`src/rtl/chh_pkg.sv`:
```
// Shared types, constants and the byte classifier for the character class histogram.
package chh_pkg;

    localparam int NUM_BINS       = 37;
    localparam int OTHER_BIN      = 36;
    localparam int DIGIT_BASE     = 26;
    localparam int BIN_BITS       = 6;
    localparam int CHAR_BITS      = 8;
    localparam int OUT_CNT_BITS   = 16;
    localparam int COUNT_BITS_DEF = 16;
    localparam int S_TDATA_BITS   = 8;
    localparam int M_TDATA_BITS   = 24;

    localparam logic [CHAR_BITS-1:0] CH_UPPER_A = 8'h41;
    localparam logic [CHAR_BITS-1:0] CH_UPPER_Z = 8'h5A;
    localparam logic [CHAR_BITS-1:0] CH_LOWER_A = 8'h61;
    localparam logic [CHAR_BITS-1:0] CH_LOWER_Z = 8'h7A;
    localparam logic [CHAR_BITS-1:0] CH_ZERO    = 8'h30;
    localparam logic [CHAR_BITS-1:0] CH_NINE    = 8'h39;

    typedef enum logic [2:0] {
        ST_IDLE,
        ST_FLUSH,
        ST_READ,
        ST_EMIT,
        ST_EMPTY,
        ST_CLEAR
    } t_state;

    typedef struct packed {
        logic count;
        logic sweep;
        logic idx_clr;
        logic idx_inc;
        logic load_bin;
        logic load_empty;
        logic clear;
    } t_cmd;

    typedef struct packed {
        logic any;
        logic bin_nz;
        logic idx_end;
        logic out_free;
    } t_sts;

    function automatic logic [BIN_BITS-1:0] classify(input logic [CHAR_BITS-1:0] c);
        logic [CHAR_BITS-1:0] d;
        if (c inside {[CH_UPPER_A:CH_UPPER_Z]}) begin
            d = c - CH_UPPER_A;
        end else if (c inside {[CH_LOWER_A:CH_LOWER_Z]}) begin
            d = c - CH_LOWER_A;
        end else if (c inside {[CH_ZERO:CH_NINE]}) begin
            d = c - CH_ZERO + CHAR_BITS'(DIGIT_BASE);
        end else begin
            d = CHAR_BITS'(OTHER_BIN);
        end
        return d[BIN_BITS-1:0];
    endfunction

endpackage

```
`src/rtl/chh_ctrl.sv`:
```
// Controller state machine: accepts items and sequences the end-of-line drain.
module chh_ctrl (
    input  logic          i_clk,
    input  logic          i_rst_n,
    input  logic          i_s_tvalid,
    input  logic          i_s_tlast,
    output logic          o_s_tready,
    input  chh_pkg::t_sts i_sts,
    output chh_pkg::t_cmd o_cmd
);

    chh_pkg::t_state r_state;
    chh_pkg::t_state n_state;

    always_ff @(posedge i_clk) begin
        if (!i_rst_n) begin
            r_state <= chh_pkg::ST_IDLE;
        end else begin
            r_state <= n_state;
        end
    end

    always_comb begin
        n_state    = r_state;
        o_cmd      = '0;
        o_s_tready = (r_state == chh_pkg::ST_IDLE);
        case (r_state)
            chh_pkg::ST_IDLE: begin
                if (i_s_tvalid) begin
                    if (i_s_tlast) begin
                        o_cmd.idx_clr = 1'b1;
                        n_state       = chh_pkg::ST_FLUSH;
                    end else begin
                        o_cmd.count = 1'b1;
                    end
                end
            end
            chh_pkg::ST_FLUSH: begin
                n_state = i_sts.any ? chh_pkg::ST_READ : chh_pkg::ST_EMPTY;
            end
            chh_pkg::ST_READ: begin
                o_cmd.sweep = 1'b1;
                n_state     = chh_pkg::ST_EMIT;
            end
            chh_pkg::ST_EMIT: begin
                o_cmd.sweep = 1'b1;
                if (!i_sts.bin_nz || i_sts.out_free) begin
                    o_cmd.load_bin = i_sts.bin_nz;
                    if (i_sts.idx_end) begin
                        n_state = chh_pkg::ST_CLEAR;
                    end else begin
                        o_cmd.idx_inc = 1'b1;
                        n_state       = chh_pkg::ST_READ;
                    end
                end
            end
            chh_pkg::ST_EMPTY: begin
                if (i_sts.out_free) begin
                    o_cmd.load_empty = 1'b1;
                    n_state          = chh_pkg::ST_CLEAR;
                end
            end
            chh_pkg::ST_CLEAR: begin
                o_cmd.clear = 1'b1;
                n_state     = chh_pkg::ST_IDLE;
            end
            default: begin
                n_state = chh_pkg::ST_IDLE;
            end
        endcase
    end

endmodule

```
`src/rtl/chh_dpath.sv`:
```
// Datapath: bin counter memory, increment pipeline, drain index and output register.
module chh_dpath #(
    parameter int COUNT_BITS = chh_pkg::COUNT_BITS_DEF
) (
    input  logic                              i_clk,
    input  logic                              i_rst_n,
    input  logic [chh_pkg::CHAR_BITS-1:0]     i_char,
    input  chh_pkg::t_cmd                     i_cmd,
    output chh_pkg::t_sts                     o_sts,
    input  logic                              i_m_tready,
    output logic                              o_m_tvalid,
    output logic [chh_pkg::M_TDATA_BITS-1:0]  o_m_tdata,
    output logic                              o_m_tlast,
    output logic                              o_m_tuser
);

    localparam int BB  = chh_pkg::BIN_BITS;
    localparam int OCB = chh_pkg::OUT_CNT_BITS;
    localparam int PAD = chh_pkg::M_TDATA_BITS - BB - OCB;
    localparam logic [COUNT_BITS-1:0] CNT_MAX = '1;

    logic [COUNT_BITS-1:0]       r_mem [chh_pkg::NUM_BINS];
    logic [chh_pkg::NUM_BINS-1:0] r_bin_vld;
    logic [COUNT_BITS-1:0]       r_rd_data;
    logic                        r_rd_vld;
    logic                        r_fwd;
    logic [COUNT_BITS-1:0]       r_fwd_data;
    logic                        r_inc;
    logic [BB-1:0]               r_bin;
    logic                        r_any;
    logic [BB-1:0]               r_max;
    logic [BB-1:0]               r_idx;
    logic                        r_out_vld;
    logic [BB-1:0]               r_out_idx;
    logic [OCB-1:0]              r_out_cnt;
    logic                        r_out_last;
    logic                        r_out_empty;

    logic [BB-1:0]         bin_a;
    logic [BB-1:0]         rd_addr;
    logic [COUNT_BITS-1:0] cur;
    logic                  cur_nz;
    logic [COUNT_BITS-1:0] wr_data;
    logic [OCB-1:0]        rep_cnt;
    logic                  out_free;

    assign bin_a   = chh_pkg::classify(i_char);
    assign rd_addr = i_cmd.sweep ? r_idx : bin_a;
    assign cur_nz  = r_fwd || r_rd_vld;
    assign cur     = r_fwd ? r_fwd_data : (r_rd_vld ? r_rd_data : '0);
    assign wr_data = (cur == CNT_MAX) ? cur : cur + 1'b1;

    generate
        if (COUNT_BITS > OCB) begin : g_sat
            assign rep_cnt = (|cur[COUNT_BITS-1:OCB]) ? '1 : cur[OCB-1:0];
        end else begin : g_ext
            assign rep_cnt = OCB'(cur);
        end
    endgenerate

    always_ff @(posedge i_clk) begin
        if (r_inc) begin
            r_mem[r_bin] <= wr_data;
        end
        r_rd_data  <= r_mem[rd_addr];
        r_fwd_data <= wr_data;
        r_bin      <= bin_a;
    end

    always_ff @(posedge i_clk) begin
        if (!i_rst_n) begin
            r_bin_vld <= '0;
            r_rd_vld  <= 1'b0;
            r_fwd     <= 1'b0;
            r_inc     <= 1'b0;
            r_any     <= 1'b0;
            r_max     <= '0;
            r_idx     <= '0;
        end else begin
            r_rd_vld <= r_bin_vld[rd_addr];
            r_fwd    <= r_inc && (r_bin == rd_addr);
            r_inc    <= i_cmd.count;
            if (i_cmd.clear) begin
                r_bin_vld <= '0;
                r_any     <= 1'b0;
                r_max     <= '0;
            end else begin
                if (r_inc) begin
                    r_bin_vld[r_bin] <= 1'b1;
                end
                if (i_cmd.count) begin
                    r_any <= 1'b1;
                    if (!r_any || (bin_a > r_max)) begin
                        r_max <= bin_a;
                    end
                end
            end
            if (i_cmd.idx_clr) begin
                r_idx <= '0;
            end else if (i_cmd.idx_inc) begin
                r_idx <= r_idx + 1'b1;
            end
        end
    end

    assign out_free = !r_out_vld || i_m_tready;

    always_ff @(posedge i_clk) begin
        if (!i_rst_n) begin
            r_out_vld <= 1'b0;
        end else if (i_cmd.load_bin || i_cmd.load_empty) begin
            r_out_vld <= 1'b1;
        end else if (i_m_tready) begin
            r_out_vld <= 1'b0;
        end
    end

    always_ff @(posedge i_clk) begin
        if (i_cmd.load_bin) begin
            r_out_idx   <= r_idx;
            r_out_cnt   <= rep_cnt;
            r_out_last  <= (r_idx == r_max);
            r_out_empty <= 1'b0;
        end else if (i_cmd.load_empty) begin
            r_out_idx   <= '0;
            r_out_cnt   <= '0;
            r_out_last  <= 1'b1;
            r_out_empty <= 1'b1;
        end
    end

    assign o_sts.any      = r_any;
    assign o_sts.bin_nz   = cur_nz;
    assign o_sts.idx_end  = (r_idx == BB'(chh_pkg::NUM_BINS - 1));
    assign o_sts.out_free = out_free;

    assign o_m_tvalid = r_out_vld;
    assign o_m_tdata  = {PAD'(0), r_out_cnt, r_out_idx};
    assign o_m_tlast  = r_out_last;
    assign o_m_tuser  = r_out_empty;

endmodule

```
`src/rtl/character_class_histogram.sv`:
```
// Character class histogram: 37 saturating bin counters drained on end of line.
// Character items: one accepted per cycle while idle, counted in the cycle after acceptance.
// End-of-line item: a flush state, then a memory read and an emit for each of all 37 bins,
// then a clear state; an empty line goes through the flush, empty and clear states.
// Output stalls lengthen the drain; no new item is accepted until it finishes.
// Synchronous active-low reset clears control and the per-bin valid bits.
module character_class_histogram #(
    parameter int COUNT_BITS = chh_pkg::COUNT_BITS_DEF
) (
    input  logic                              i_clk,
    input  logic                              i_rst_n,
    input  logic                              i_s_tvalid,
    output logic                              o_s_tready,
    input  logic [chh_pkg::S_TDATA_BITS-1:0]  i_s_tdata,  // [7:0] char_code
    input  logic                              i_s_tlast,  // end_of_line
    output logic                              o_m_tvalid,
    input  logic                              i_m_tready,
    output logic [chh_pkg::M_TDATA_BITS-1:0]  o_m_tdata,  // [5:0] bin_index, [21:6] bin_count
    output logic                              o_m_tlast,  // last_of_run
    output logic                              o_m_tuser   // empty_line
);

    chh_pkg::t_cmd cmd;
    chh_pkg::t_sts sts;

    chh_ctrl u_ctrl (
        .i_clk      (i_clk),
        .i_rst_n    (i_rst_n),
        .i_s_tvalid (i_s_tvalid),
        .i_s_tlast  (i_s_tlast),
        .o_s_tready (o_s_tready),
        .i_sts      (sts),
        .o_cmd      (cmd)
    );

    chh_dpath #(
        .COUNT_BITS (COUNT_BITS)
    ) u_dpath (
        .i_clk      (i_clk),
        .i_rst_n    (i_rst_n),
        .i_char     (i_s_tdata[chh_pkg::CHAR_BITS-1:0]),
        .i_cmd      (cmd),
        .o_sts      (sts),
        .i_m_tready (i_m_tready),
        .o_m_tvalid (o_m_tvalid),
        .o_m_tdata  (o_m_tdata),
        .o_m_tlast  (o_m_tlast),
        .o_m_tuser  (o_m_tuser)
    );

endmodule

```
`config.mk`:
```
export PLATFORM = sky130hd
export DESIGN_NAME = character_class_histogram
export DESIGN_NICKNAME = d
export VERILOG_FILES = /design/src/rtl/chh_pkg.sv /design/src/rtl/chh_ctrl.sv /design/src/rtl/chh_dpath.sv /design/src/rtl/character_class_histogram.sv
export SDC_FILE = /design/constraint.sdc
export NUM_CORES = 1
export LEC_CHECK = 0
export BUFFER_PORTS_ARGS = -buffer_cell sky130_fd_sc_hd__buf_2
export CORE_MARGIN = 4
export CORE_UTILIZATION = 52
export DETAILED_ROUTE_END_ITERATION = 16
export PLACE_DENSITY = 0.7
export SLEW_MARGIN = 20
export SYNTH_ARGS = -nofsm -noshare
export SYNTH_HDL_FRONTEND = slang
export SYNTH_SLANG_ARGS = --single-unit
```
`constraint.sdc`:
```
create_clock -name i_clk -period 3.8 [get_ports i_clk]
set_input_delay 0 -clock i_clk [delete_from_list [all_inputs] [get_ports i_clk]]
set_output_delay 0 -clock i_clk [all_outputs]
set_load 0.02 [all_outputs]
```
==> results.md <==
- Outcome: finished, final reports clean
- Critical path's largest stage delay: 0.50 ns
- Pwr Total: 0.0164 W
- Worst-Skew Late Latency: 0.61 ns
- Clk pin slew, worst setup/hold paths: 0.06 ns
- TritonCTS buffer count: 72
- Largest area contributor in the netlist: edfxtp_1
- DR vias: 19000
- Starting Density: 0.530
- CP Capture Type: flop
- Gate Count Post-Synth: 2179
- Yosys top cell area share: 0.643
- # fillers: 4032
- Crit-path cells: nor2b_1 -> buf_4 -> nand2_1 -> o21ai_2 -> and2_4 -> buf_12 -> buf_4 -> nand2_1 -> a32oi_1 -> o221ai_1 -> a211oi_2
- CTS root buffer: clkbuf_16
- Clock sink total: 711
- Worst VDD drop: 0.303 mV
- Measured slew at the worst slew-check pin: 1.02 ns
- Setup violations, final: 0
- FMAX: 276 MHz
- Crit Path Category: reg -> reg
- Global-route wire length before repair: 113 mm
- Initial antenna violation count: 1
- TritonCTS clock tree: done
- CP max-delay cell: dfxtp_1
- TNS Setup: 0 ns
- Synth Area per Inst: 13.2 sq um
- Port bufs: 38
- Synth warn: 0
- Fraction of registers with async set/reset: 0
- Final Max Tran Viols: 0
- Crit Path Max Fanout: 39
- Largest net degree at the start of global routing: 57
- Area Overhead vs Synth: 14.2%
- Min Tclk post-route: 3.63 ns
- Row count: 85
- Gpl congestion: 0.891
- Cell Area, Synth: 0.0287 sq mm
- Vias in the first global route: 18400
- Final nets: 2321
- Post-synth EDFFs: 615
- Iteration count of the initial detailed-routing pass: 6
- Final hold viol count: 0
- Postcts setup bufs: 0
- Die ar.: 0.0591 sq mm
- Core area: 0.0542 sq mm
- CTS Buffer Depth: 3
- Worst endpoint data arrival time: 4.13 ns
- RSZ-0062 raised after global routing: false
- Post-layout util: 0.605
- Die X: 243 um
- Area contributors post-synth: edfxtp_1, dfxtp_1, nand2_1
- WP data required: 4.31 ns
- Drt total wl: 74.9 mm
- Final antenna diode count: 0
- Met1 global-route usage: 0.350
- Number of vias per cell: 6.25
- Leakage power: 11.4 nW
- WL/cell: 24.6 um
- CP Launch Type: flop
- Layout cells sized above 1: 0.152
- Initial drt markers: 2390
- Cell area power density: 500 mW/mm^2
- GRT met3 Usage: 0.0436
- Post-synthesis sequential area ratio: 0.710
- Htree depth: 3
- Antenna viol nets, final: 0
- # DRC: 0
- Met2 global-route usage: 0.392
- Clk_skew: 0.0234 ns
- Synthesis-stage register bit count: 711
- Tcrit/Tclk final: 0.954
- GR Overflow Total: 0
- Max transition margin: 0.320
- Netlist cell types: 77
- Hpwl dp: 44.8 mm
- Worst Hold Class: in -> reg
- Top Ports: 41
- Total Routing Usage GR: 0.249
- Die Y: 243 um
- Top_reg_cell synth: edfxtp_1
- GRT busiest layer: met2
- Max-cap violations: 0
## worst paths after layout
kind	depth (start not counted)	slack, ns	startpoint	end
worst max-delay path	11	0.17	u_ctrl.r_state[1]	u_dpath.r_rd_data[10]
worst min-delay path	3	0.08	i_s_tdata[3]	u_dpath.r_bin[1]
worst max register to register	11	0.17	u_ctrl.r_state[1]	u_dpath.r_rd_data[10]
worst min register to register	2	0.46	u_dpath.r_bin_vld[33]	u_dpath.r_bin_vld[33]
## final cells by class
cell class,count,area [sq um],area share
Timing Repair Buffer,173,1460,0.0445
Sequential cell,711,20400,0.621
Clock buffer,100,2010,0.0613
Inverter,15,56.3,0.00172
Tap cell,696,871,0.0265
Multi-Input combinational cell,1320,7810,0.238
Clock inverter,29,211,0.00645
## cells by family after synthesis
kind of cell | after synthesis | share of synthesized area
compound gates | 324 | 0.0824
xor+xnor | 28 | 0.00853
fa+ha+maj | 15 | 0.00653
buf+inv | 149 | 0.0273
flops | 711 | 0.710
mux | 40 | 0.0279
other cells | 1 | 0.000130
simple gates | 911 | 0.138
## registers in the layout, summed over array words and instances (netlist names), 3 cells and up
name                count
u_dpath.r_mem         592
u_dpath.r_idx           6
u_dpath.r_max           6
u_dpath.r_out_cnt      16
u_dpath.r_rd_data      16
u_dpath.r_bin_vld      37
u_ctrl.r_state          3
u_dpath.r_out_idx       6
u_dpath.r_bin           6
u_dpath.r_fwd_data     16
## layer usage
layer | routed length (um) | vias to the layer above
met2 | 35000 | 1056
li1 | - | 8339
met5 | 0 | -
met1 | 29900 | 9463
met4 | 2750 | 0
met3 | 7240 | 180
## through the flow
step	cell area, sq um	setup slack, ns	hold slack [ns]	cells
6_report	32800	0.173	0.0837	3044
5_1_grt	32800	0.0158	0.125	3044
4_1_cts	32800	0.0606	0.0409	3044
3_5_place_dp	30500	0.0598	0.231	2903
3_3_place_gp	30500	0.118	0.232	2903
2_1_floorplan	28800	0.0108	0.0781	2180
## synthesized netlist by cell type, types with 15 or more instances
library cell  number
nand3_1          157
a311oi_1          15
a211oi_1          31
dfxtp_1           96
o221ai_1          16
mux4_2            32
ha_1              15
xnor2_1           18
clkbuf_1          49
buf_2             52
and3_1            21
a32oi_1           49
nor2b_1           15
edfxtp_1         615
nand2_1          481
a21oi_1           64
inv_1             15
o21ai_0           24
nor2_1           166
a31oi_1           45
## critical path, delay by kind of cell (launching register included)
family | cells | cell delay (ns)
flops | 1 | 0.50
compound gates | 4 | 1.02
simple gates | 4 | 1.09
buf+inv | 3 | 0.85
## what timing repair did
item | 4_1_cts | 5_1_grt
setup endpoints to repair | 0 | 1
hold endpoints to repair | 20 | 0
hold buffers | 12 | 0
resized for setup | 0 | 1
## placed cells by master (no fill, tap or decap), drive strengths merged, types with 12 or more instances in the layout
master       Yosys  final
a211oi          38     38
a21oi           64     64
a22oi           14     14
a311oi          15     15
a31o            18     18
a31oi           46     46
a32oi           49     49
and3            21     21
buf             84    161
clkbuf          50    100
clkinv           0     22
dfxtp           96     96
dlygate4sd3      0     12
edfxtp         615    615
ha              15     15
inv             15     17
mux4            32     32
nand2          482    482
nand3          157    157
nor2           166    166
nor2b           15     15
nor3            12     12
o21ai           27     27
o221ai          16     16
xnor2           18     18
## power breakdown
part           internal [W]  switching, W
Combinational      0.000380      0.000746
Clock               0.00384       0.00289
Sequential          0.00850     0.0000506
Total                0.0127       0.00369
No activity file was read; power rests on OpenSTA's default activity.
